$ cat src/hw/rtl/slipo_pkg.sv
`timescale 1ns / 1ps
`default_nettype none
// ----------------------------------------------------------------------------
// slipo_pkg: shared types and constants of the sorted insertion list
// Opcodes, command and result beats, back-end states and queue sizing.
// ----------------------------------------------------------------------------
package slipo_pkg;

  localparam int CAPACITY_DEF = 32;
  localparam int VALUE_W      = 32;
  localparam int OPCODE_W     = 2;
  localparam int ENTRY_CNT_W  = 6;

  localparam int QUEUE_DEPTH  = 2;
  localparam int QPTR_W       = $clog2(QUEUE_DEPTH);
  localparam int QCNT_W       = $clog2(QUEUE_DEPTH + 1);

  localparam logic [OPCODE_W-1:0] OP_INSERT = 2'd0;
  localparam logic [OPCODE_W-1:0] OP_PURGE  = 2'd1;
  localparam logic [OPCODE_W-1:0] OP_DUMP   = 2'd2;

  typedef enum logic [1:0] {
    CMD_INSERT,
    CMD_PURGE,
    CMD_DUMP,
    CMD_STATUS
  } cmd_kind_t;

  typedef enum logic [1:0] {
    ST_IDLE,
    ST_PURGE,
    ST_DUMP
  } back_state_t;

  typedef struct packed {
    cmd_kind_t                  kind;
    logic signed [VALUE_W-1:0]  value;
  } cmd_t;

  typedef struct packed {
    logic signed [VALUE_W-1:0]  entry_value;
    logic [ENTRY_CNT_W-1:0]     entry_count;
    logic                       is_last;
    logic                       list_empty;
    logic                       dropped_full;
  } result_t;

endpackage

`default_nettype wire

$ cat src/hw/rtl/sorted_list_insert_purge_odd_core.sv
`timescale 1ns / 1ps
`default_nettype none
// ----------------------------------------------------------------------------
// sorted_list_insert_purge_odd_core: bounded sorted list of signed values
// Keeps up to CAPACITY signed 32-bit entries in ascending order.
// ----------------------------------------------------------------------------
// Usage:
// The input side is a queue: drive in_opcode and in_value with in_push high;
// the beat is taken on an edge where in_full is low. Opcode insert places the
// value ahead of the first entry greater than or equal to it, purge removes
// every odd entry, dump streams all entries in ascending order. Each command
// produces one status beat, except a dump of a non-empty list, which gives
// one beat per entry with out_is_last on the final one.
// The result side is a queue too: a beat is on the out_ ports while out_empty
// is low and leaves on an edge where out_pop is high.
// With nothing queued ahead, an insert, status or empty-dump result is pushed
// into the result queue as the back end takes the command, a dump's entries
// follow from ST_DUMP, and a purge status follows the sweep over held entries.
// Inserts and status commands run at one per cycle through the
// compare-and-shift cells while the result queue is not full. A purge holds
// the back-end sequencer for its whole sweep; a dump holds it to its last entry.
// Reset (rst_n low, synchronous) empties the list and both queues. When the
// receiver stops popping, the result queue fills, the back end holds, and the
// command queue then raises in_full.
// ----------------------------------------------------------------------------
module sorted_list_insert_purge_odd_core
  import slipo_pkg::*;
#(
  parameter int CAPACITY = CAPACITY_DEF
) (
  input  logic                      clk,
  input  logic                      rst_n,
  input  logic                      in_push,
  output logic                      in_full,
  input  logic [OPCODE_W-1:0]       in_opcode,
  input  logic signed [VALUE_W-1:0] in_value,
  output logic                      out_empty,
  input  logic                      out_pop,
  output logic signed [VALUE_W-1:0] out_entry_value,
  output logic [ENTRY_CNT_W-1:0]    out_entry_count,
  output logic                      out_is_last,
  output logic                      out_list_empty,
  output logic                      out_dropped_full
);

  // Commands cross from the front end to the back end through a short queue.
  logic    cmd_valid;
  cmd_t    cmd;
  logic    cmd_take;

  // Results leave the back end into a second short queue that decouples the
  // list logic from a stalling receiver.
  logic    res_full;
  logic    res_push;
  result_t res;
  logic [$bits(result_t)-1:0] res_bits;
  result_t out_res;

  slipo_front u_front (
    .clk       (clk),
    .rst_n     (rst_n),
    .in_push   (in_push),
    .in_full   (in_full),
    .in_opcode (in_opcode),
    .in_value  (in_value),
    .cmd_take  (cmd_take),
    .cmd_valid (cmd_valid),
    .cmd       (cmd)
  );

  slipo_back #(
    .CAPACITY (CAPACITY)
  ) u_back (
    .clk       (clk),
    .rst_n     (rst_n),
    .cmd_valid (cmd_valid),
    .cmd       (cmd),
    .cmd_take  (cmd_take),
    .res_full  (res_full),
    .res_push  (res_push),
    .res       (res)
  );

  slipo_fifo #(
    .W ($bits(result_t))
  ) u_res_q (
    .clk   (clk),
    .rst_n (rst_n),
    .push  (res_push),
    .full  (res_full),
    .din   (res),
    .pop   (out_pop),
    .empty (out_empty),
    .dout  (res_bits)
  );

  assign out_res          = result_t'(res_bits);
  assign out_entry_value  = out_res.entry_value;
  assign out_entry_count  = out_res.entry_count;
  assign out_is_last      = out_res.is_last;
  assign out_list_empty   = out_res.list_empty;
  assign out_dropped_full = out_res.dropped_full;

endmodule

`default_nettype wire

$ cat src/hw/rtl/slipo_fifo.sv
`timescale 1ns / 1ps
`default_nettype none
// ----------------------------------------------------------------------------
// slipo_fifo: short queue
// Two-entry first-in first-out buffer used between the front and back ends
// and on the result side.
// ----------------------------------------------------------------------------
module slipo_fifo
  import slipo_pkg::*;
#(
  parameter int W = 1
) (
  input  logic         clk,
  input  logic         rst_n,
  input  logic         push,
  output logic         full,
  input  logic [W-1:0] din,
  input  logic         pop,
  output logic         empty,
  output logic [W-1:0] dout
);

  logic [W-1:0]      mem_r [QUEUE_DEPTH];
  logic [QPTR_W-1:0] wptr_r;
  logic [QPTR_W-1:0] rptr_r;
  logic [QCNT_W-1:0] cnt_r;
  logic [QCNT_W-1:0] cnt_nxt;
  logic              do_push;
  logic              do_pop;

  assign full    = cnt_r == QCNT_W'(QUEUE_DEPTH);
  assign empty   = cnt_r == '0;
  assign do_push = push && !full;
  assign do_pop  = pop && !empty;
  assign dout    = mem_r[rptr_r];

  always_comb begin
    cnt_nxt = cnt_r + QCNT_W'(do_push) - QCNT_W'(do_pop);
  end

  always_ff @(posedge clk) begin
    if (!rst_n) begin
      wptr_r <= '0;
      rptr_r <= '0;
      cnt_r  <= '0;
    end else begin
      cnt_r <= cnt_nxt;
      if (do_push) begin
        wptr_r <= wptr_r + QPTR_W'(1);
      end
      if (do_pop) begin
        rptr_r <= rptr_r + QPTR_W'(1);
      end
    end
  end

  always_ff @(posedge clk) begin
    if (do_push) begin
      mem_r[wptr_r] <= din;
    end
  end

endmodule

`default_nettype wire

$ cat src/hw/rtl/slipo_front.sv
`timescale 1ns / 1ps
`default_nettype none
// ----------------------------------------------------------------------------
// slipo_front: input front end
// Accepts input beats, classifies the opcode and queues commands.
// ----------------------------------------------------------------------------
module slipo_front
  import slipo_pkg::*;
(
  input  logic                      clk,
  input  logic                      rst_n,
  input  logic                      in_push,
  output logic                      in_full,
  input  logic [OPCODE_W-1:0]       in_opcode,
  input  logic signed [VALUE_W-1:0] in_value,
  input  logic                      cmd_take,
  output logic                      cmd_valid,
  output cmd_t                      cmd
);

  cmd_t                cmd_in;
  logic                cmd_empty;
  logic [$bits(cmd_t)-1:0] cmd_bits;

  // Unused opcodes are carried as a plain status request.
  always_comb begin
    cmd_in.value = in_value;
    case (in_opcode)
      OP_INSERT: cmd_in.kind = CMD_INSERT;
      OP_PURGE:  cmd_in.kind = CMD_PURGE;
      OP_DUMP:   cmd_in.kind = CMD_DUMP;
      default:   cmd_in.kind = CMD_STATUS;
    endcase
  end

  slipo_fifo #(
    .W ($bits(cmd_t))
  ) u_cmd_q (
    .clk   (clk),
    .rst_n (rst_n),
    .push  (in_push),
    .full  (in_full),
    .din   (cmd_in),
    .pop   (cmd_take),
    .empty (cmd_empty),
    .dout  (cmd_bits)
  );

  assign cmd_valid = !cmd_empty;
  assign cmd       = cmd_t'(cmd_bits);

endmodule

`default_nettype wire

$ cat src/hw/rtl/slipo_back.sv
`timescale 1ns / 1ps
`default_nettype none
// ----------------------------------------------------------------------------
// slipo_back: list back end
// Compare-and-shift cells holding the sorted list, plus the sequencer that
// runs purge sweeps and dumps.
// ----------------------------------------------------------------------------
module slipo_back
  import slipo_pkg::*;
#(
  parameter int CAPACITY = CAPACITY_DEF
) (
  input  logic    clk,
  input  logic    rst_n,
  input  logic    cmd_valid,
  input  cmd_t    cmd,
  output logic    cmd_take,
  input  logic    res_full,
  output logic    res_push,
  output result_t res
);

  localparam int CW = $clog2(CAPACITY);
  localparam int NW = $clog2(CAPACITY + 1);
  localparam logic [NW-1:0] CAP_N = NW'(CAPACITY);

  logic signed [VALUE_W-1:0] cell_r   [CAPACITY];
  logic signed [VALUE_W-1:0] cell_nxt [CAPACITY];
  logic [CAPACITY-1:0]       take;
  logic [NW-1:0]             count_r;
  logic [NW-1:0]             count_nxt;
  logic [NW-1:0]             ptr_r;
  logic [NW-1:0]             ptr_nxt;
  back_state_t               state_r;
  back_state_t               state_nxt;
  logic                      do_ins;
  logic                      do_del;
  logic                      list_full;
  logic                      ptr_live;
  logic                      at_last;
  logic signed [VALUE_W-1:0] rd_data;

  assign list_full = count_r == CAP_N;
  assign ptr_live  = ptr_r < count_r;
  assign at_last   = (ptr_r + NW'(1)) == count_r;
  assign rd_data   = cell_r[ptr_r[CW-1:0]];

  // A cell takes part in an insert when it is empty or holds a value not
  // below the new one; the first such cell receives the new value.
  always_comb begin
    for (int i = 0; i < CAPACITY; i++) begin
      take[i] = (NW'(i) >= count_r) || (cmd.value <= cell_r[i]);
    end
  end

  always_comb begin
    for (int i = 0; i < CAPACITY; i++) begin
      cell_nxt[i] = cell_r[i];
      if (do_ins && take[i]) begin
        if (i == 0 || !take[(i > 0) ? i - 1 : 0]) begin
          cell_nxt[i] = cmd.value;
        end else begin
          cell_nxt[i] = cell_r[(i > 0) ? i - 1 : 0];
        end
      end else if (do_del && NW'(i) >= ptr_r) begin
        cell_nxt[i] = cell_r[(i < CAPACITY - 1) ? i + 1 : i];
      end
    end
  end

  always_comb begin
    state_nxt = state_r;
    case (state_r)
      ST_IDLE: begin
        if (cmd_valid && cmd.kind == CMD_PURGE) begin
          state_nxt = ST_PURGE;
        end else if (cmd_valid && cmd.kind == CMD_DUMP && count_r != '0) begin
          state_nxt = ST_DUMP;
        end
      end
      ST_PURGE: begin
        if (!ptr_live && !res_full) begin
          state_nxt = ST_IDLE;
        end
      end
      ST_DUMP: begin
        if (!res_full && at_last) begin
          state_nxt = ST_IDLE;
        end
      end
      default: state_nxt = ST_IDLE;
    endcase
  end

  always_comb begin
    cmd_take      = 1'b0;
    res_push      = 1'b0;
    do_ins        = 1'b0;
    do_del        = 1'b0;
    count_nxt     = count_r;
    ptr_nxt       = ptr_r;
    res           = '0;
    case (state_r)
      ST_IDLE: begin
        if (cmd_valid) begin
          case (cmd.kind)
            CMD_INSERT: begin
              if (!res_full) begin
                cmd_take         = 1'b1;
                res_push         = 1'b1;
                do_ins           = !list_full;
                count_nxt        = list_full ? count_r : count_r + NW'(1);
                res.is_last      = 1'b1;
                res.dropped_full = list_full;
              end
            end
            CMD_PURGE: begin
              cmd_take = 1'b1;
              ptr_nxt  = '0;
            end
            CMD_DUMP: begin
              if (count_r == '0) begin
                if (!res_full) begin
                  cmd_take       = 1'b1;
                  res_push       = 1'b1;
                  res.is_last    = 1'b1;
                  res.list_empty = 1'b1;
                end
              end else begin
                cmd_take = 1'b1;
                ptr_nxt  = '0;
              end
            end
            default: begin
              if (!res_full) begin
                cmd_take    = 1'b1;
                res_push    = 1'b1;
                res.is_last = 1'b1;
              end
            end
          endcase
        end
      end
      ST_PURGE: begin
        if (ptr_live) begin
          if (rd_data[0]) begin
            do_del    = 1'b1;
            count_nxt = count_r - NW'(1);
          end else begin
            ptr_nxt = ptr_r + NW'(1);
          end
        end else if (!res_full) begin
          res_push    = 1'b1;
          res.is_last = 1'b1;
        end
      end
      ST_DUMP: begin
        if (!res_full) begin
          res_push        = 1'b1;
          res.entry_value = rd_data;
          res.is_last     = at_last;
          ptr_nxt         = ptr_r + NW'(1);
        end
      end
      default: begin
      end
    endcase
    res.entry_count = ENTRY_CNT_W'(count_nxt);
  end

  always_ff @(posedge clk) begin
    if (!rst_n) begin
      state_r <= ST_IDLE;
      count_r <= '0;
      ptr_r   <= '0;
    end else begin
      state_r <= state_nxt;
      count_r <= count_nxt;
      ptr_r   <= ptr_nxt;
    end
  end

  always_ff @(posedge clk) begin
    for (int i = 0; i < CAPACITY; i++) begin
      cell_r[i] <= cell_nxt[i];
    end
  end

endmodule

`default_nettype wire

$ cat config.mk
export PLATFORM = sky130hd
export DESIGN_NAME = sorted_list_insert_purge_odd_core
export DESIGN_NICKNAME = d
export VERILOG_FILES = /design/src/hw/rtl/slipo_pkg.sv /design/src/hw/rtl/sorted_list_insert_purge_odd_core.sv /design/src/hw/rtl/slipo_fifo.sv /design/src/hw/rtl/slipo_front.sv /design/src/hw/rtl/slipo_back.sv
export SDC_FILE = /design/constraint.sdc
export NUM_CORES = 2
export LEC_CHECK = 0
export ABC_AREA = 1
export BUFFER_PORTS_ARGS = -buffer_cell sky130_fd_sc_hd__buf_2
export CORE_MARGIN = 4
export CORE_UTILIZATION = 45
export DETAILED_ROUTE_END_ITERATION = 12
export HOLD_SLACK_MARGIN = 0.06
export PLACE_DENSITY = 0.6
export SYNTH_ARGS = -nofsm -noshare
export SYNTH_HDL_FRONTEND = slang
export SYNTH_SLANG_ARGS = --single-unit
$ cat constraint.sdc
create_clock -name clk -period 10.1 [get_ports clk]
set_input_delay 1.01 -clock clk [delete_from_list [all_inputs] [get_ports clk]]
set_output_delay 1.01 -clock clk [all_outputs]
set_load 0.1 [all_outputs]
; After elaboration in Yosys (flattened, before gate mapping)
; Memory sizes are Yosys's and may differ from the RTL's. A register that Yosys moved wholly into a read port is not among the register bits.
; Cells that the tools add are included.
[totals]
word_cells = 411
register_bits = 22
mem_count = 3
mem_bits_rw = 1174
[op_classes]
order_cmp = 96
add_sub_neg = 11
mux = 153
n_eq_ne = 19
n_reduce_logical = 120
[mem_list]
columns = memory, words, width, read_ports, rd_clocked_by_memory_dff, wr, line_no
row1 = u_back.cell_r, 32, 32, 33, 1, 32, slipo_back.sv:27  ; logic signed [VALUE_W-1:0] cell_r [CAPACITY];
row2 = u_res_q.mem_r, 2, 41, 1, 1, 1, slipo_fifo.sv:23  ; logic [W-1:0] mem_r [QUEUE_DEPTH];
row3 = u_front.u_cmd_q.mem_r, 2, 34, 1, 1, 1, slipo_fifo.sv:23
[op_table]
columns = op, count
row1 = $mux W32, 96
row2 = $le A32 B32 Y1, 32
row3 = $ge A5 B6 Y1 const A, 31
row4 = $ge A4 B6 Y1 const A, 16
row5 = $logic_and A1 B1 Y1, 72
row6 = $mux W6, 11
row7 = $ge A3 B6 Y1 const A, 8
row8 = $logic_or A1 B1 Y1, 32
row9 = $mux W1, 26
row10 = $ge A1 B6 Y1 const A, 4
row11 = $ge A2 B6 Y1 const A, 4
row12 = $pmux W6 S2, 2
row13 = $pmux W6 S3, 1
row14 = $mux W2, 7
row15 = $add A6 B1 Y6 const B, 2
row16 = $pmux W2 S3, 2
row17 = $eq A2 B2 Y1 const B, 5
row18 = $logic_not A2 Y1, 5
row19 = $mux W5, 2
row20 = $reduce_and A7 Y1, 1
row21 = $eq A2 B1 Y1 const B, 3
row22 = $eq A6 B6 Y1, 1
row23 = $eq A6 B6 Y1 const B, 1
row24 = $logic_not A1 Y1, 6
row25 = 16 further kinds, 29

; Logic depth before layout (Yosys ltp)
[depth]
depth_word = 9
depth_mapped = 25

; Hierarchy
; From an unflattened synthesis, not the netlist that was laid out.
[unflattened]
cells_unflattened = 14667
area_unflattened_um2 = 103286.6
[modules_own_cells]
columns = module, area_per_inst_um2, n_inst, cells_each
row1 = slipo_back, 97005.5, 1, 14354
row2 = slipo_fifo at u_res_q, 3413.3, 1, 166
row3 = slipo_fifo at u_front.u_cmd_q, 2856.5, 1, 144
row4 = slipo_front, 11.3, 1, 3

; Least setup slack after synthesis
; OpenSTA, ideal clock, no wires.
[synth_path]
path_kind = register to register
startpoint = memory u_front.u_cmd_q.mem_r[0][0] (netlist bit)
endpoint = memory u_back.cell_r[9][0] (enable)
path_buffers = 1
stages_incl_launch_ff = 19
slack_ps = 4473
arrival_ps = 4969
path_cell_list = edfxtp_1 -> o21ai_0 -> ha_1 -> inv_1 -> nand2_1 -> nand2_1 -> nand2_1 -> nand2_1 -> nand2_1 -> nand2_1 -> nand2_1 -> nand2_1 -> nand2_1 -> nand2_1 -> nand2_1 -> nand3_1 -> nand2_2 -> buf_2 -> o21ai_0
[synth_rtl]
columns = item, line_no
row1 = start: declaration, slipo_fifo.sv:23
row2 = end: declaration, slipo_back.sv:27

==> impl_metrics.json <==
{
  "status": "completed",
  "clk_pin_slew_ns": 0.06,
  "wl_per_cell_um": 26.8,
  "setup_viol": 0,
  "required_ns": 10.69,
  "placed_cell_area_mm2": 0.106,
  "antenna_found_initial": 42,
  "grt_pass1_wl_um": 669000,
  "fin_cells": 17400,
  "port_buffers": 80,
  "synth_flop_cell": "edfxtp_1",
  "drc": 0,
  "yosysUniqueCellTypes": 50,
  "cts_buffer_depth": 3,
  "slowest_delay_ns": 0.94,
  "slew_violations": 0,
  "maxCapViolCount": 0,
  "clock-sinks": 1203,
  "cts_max_level": 4,
  "path_cells": "buf_4 -> o21ai_0 -> clkinv_2 -> buf_4 -> buf_4 -> ha_1 -> nand2_1 -> o21ai_0 -> a21oi_1 -> nand2_1 -> nand2_1 -> nand3_2 -> nand3_2 -> nand2_2 -> inv_2 -> nand2_1 -> nand2_1",
  "clock_power_share_pct": 15.5,
  "post-place-ws_ns": 3.70,
  "gp_congestion": 1.03,
  "final_core_util_pct": 48.8,
  "max_slew_margin_pct": 4.22,
  "dr.pass1.iters": 7,
  "crit_path_frequent_cell": "nand2_1",
  "grt.overflow.total": 0,
  "die_x_um": 487,
  "finalCritPeriodShare_pct": 66.5,
  "hpwl_um": 343000,
  "dieHeight_um": 487,
  "timing.setup.tns_ns": 0,
  "cts_inserted_buffers": 154,
  "start_util_pct": 45.3,
  "worst_pin_slew_ns": 1.43,
  "rsz0062_at_grt": "no",
  "clock_skew_ns": 0.0742,
  "area_growth_pct": 7.71,
  "rrSetupSlack_ns": 3.38,
  "syn_inst": 14600,
  "yosysWarnings": 0,
  "seqPwrFrac_pct": 23.8,
  "synth_area_mm2": 0.103,
  "min_to": "u_front.u_cmd_q.mem_r[1][18]",
  "fin_crit_ns": 6.72,
  "hold_violations": 0,
  "design_area_mm2": 0.111,
  "final_common_cell": "nand2_1",
  "rows": 175,
  "grt_pass1_vias": 95500,
  "start_kind": "flop",
  "hp-start": "in_value[18]",
  "use_met3_pct": 11.5,
  "ir_drop_mv": 0.281,
  "dp.cells": 17100,
  "grt_use_total_pct": 38.0,
  "critPathMaxFanout": 58,
  "holdPathStages": 1,
  "drtIter0Drc": 14700,
  "cts_resized": 0,
  "total_power_mw": 38.3,
  "drive_gt1_share_pct": 6.12,
  "power_frac_comb_pct": 60.8,
  "async_flop_share_pct": 0,
  "cts_setup_buffers": 0,
  "busiest_layer": "met2",
  "clkLatencyLatePin_ns": 0.86,
  "crit_path_end_kind": "flop",
  "synth_edf_count": 1174,
  "avgSynthCellArea_um2": 7.05,
  "finalWorstSetupSlack_ns": 3.38,
  "grt_max_degree": 150,
  "drt-total-wl_um": 467000,
  "grt_util_met2_pct": 54.5,
  "whs_ns": 0.363,
  "layout_common_cells": "nand2_1 (6062), inv_1 (1335), edfxtp_1 (1174), a21oi_1 (1116), ha_1 (1049)",
  "critPathKind": "flop to flop",
  "clockRootBuffer": "clkbuf_16",
  "met1_usage_pct": 51.2,
  "cts_hold_buffers": 0,
  "r2r_end": "u_back.cell_r[25][26]",
  "cts_tree": "built",
  "core_mm2": 0.228,
  "intPower_mw": 16.7,
  "p_switching_mw": 21.6,
  "route.vias.total": 105000,
  "antenna_left": 0,
  "filler_cell_count": 23300,
  "max_freq_mhz": 149,
  "ff2ff_path_depth": 17,
  "min_path_type": "input port to flop",
  "nets": 15300,
  "synth_seq_cells": 1203,
  "crit_slowest_cell": "o21ai_0",
  "cp.arrival_ns": 7.31,
  "powerDensity_mw_per_mm2": 345,
  "ios": 81,
  "dieArea_mm2": 0.237,
  "seq_area_frac_synth_pct": 34.7,
  "vias_per_cell": 6.05,
  "syn_nets": 15700,
  "leakage_nw": 54.5,
  "p_sw_share_pct": 56.5
}
## critical path, delay by kind of cell, from the launching register on
kind            cells  cell delay, ns
simple gates        8            2.33
buf+inv             5            2.15
fa+ha+maj           1            0.30
compound gates      3            1.23
flops               1            0.37
## synthesized netlist by cell type, types with 50 or more instances
master    count  share of area (%)
clkbuf_1    452                1.6
nand2_1    6065                 22
buf_1        74               0.27
o21a_1       84               0.61
buf_2       309                1.5
nand4_1     991                6.0
o21ai_0     748                3.6
nand3_1     297                1.4
a21oi_1    1127                5.5
o21ai_1     182               0.88
ha_1       1049                 13
buf_4        50               0.36
edfxtp_1   1174                 34
nor2_1      304                1.1
inv_1      1370                5.0
## power groups by stage
| stage | registers [mW] | clock network [mW] | logic, mW |
|---|---|---|---|
| detailed placement | 9.08 | 0 | 22.3 |
| CTS | 8.99 | 5.94 | 22.4 |
| finish | 9.11 | 5.92 | 23.3 |
| global placement | 9.11 | 0 | 22.2 |
| floorplan | 8.29 | 0 | 14.6 |
| global route | 9.11 | 6.15 | 25.1 |
## final cells by class
type | instances | area [um^2] | area share, %
flip-flops and latches | 1203 | 35800 | 32.3
well taps | 3009 | 3760 | 3.39
multi-input cells | 11100 | 58200 | 52.3
repair buffers | 361 | 2600 | 2.34
diodes | 17 | 42.5 | 0.0383
clock buffers | 184 | 3990 | 3.59
inverters | 1414 | 5400 | 4.86
clock inverters | 103 | 1300 | 1.17
## how the worst max path moves through the flow
stage | start | endpoint | slack (ns)
final | flop | u_back.cell_r[25][26] | 3.38
after global routing | flop | u_back.cell_r[25][26] | 3.11
after CTS | flop | u_back.cell_r[26][19] | 3.68
after detailed placement | flop | u_back.cell_r[26][26] | 3.70
after global placement | flop | u_back.cell_r[3][18] | 3.83
after floorplan | u_front.u_cmd_q.mem_r[0][0] | u_back.cell_r[9][0] | 4.47
## registers in the layout, indices dropped and copies added, names as in the netlist, named ones only
| signal | cells |
|---|---|
| u_front.u_cmd_q.rptr_r | 1 |
| u_res_q.mem_r | 82 |
| u_back.count_r | 6 |
| u_back.state_r | 2 |
| u_front.u_cmd_q.cnt_r | 2 |
| u_back.ptr_r | 6 |
| u_front.u_cmd_q.wptr_r | 1 |
| u_front.u_cmd_q.mem_r | 68 |
| u_back.cell_r | 1024 |
| u_res_q.rptr_r | 1 |
| u_res_q.wptr_r | 1 |
| u_res_q.cnt_r | 2 |
## metal layers
metal	up-vias	wire (um)
met4	34	29600
met1	49200	184000
li1	48200	-
met2	6601	190000
met3	1243	62100
met5	-	253
## cell families after synthesis
logic type / Yosys count / share of synthesized area [%]
compound gates: 2246 / 11.3
xor+xnor: 6 / 0.0509
flops: 1203 / 34.7
buf+inv: 2314 / 9.09
simple gates: 7776 / 31.6
mux: 41 / 0.448
fa+ha+maj: 1049 / 12.7
Power figures use the tool's default switching activity.
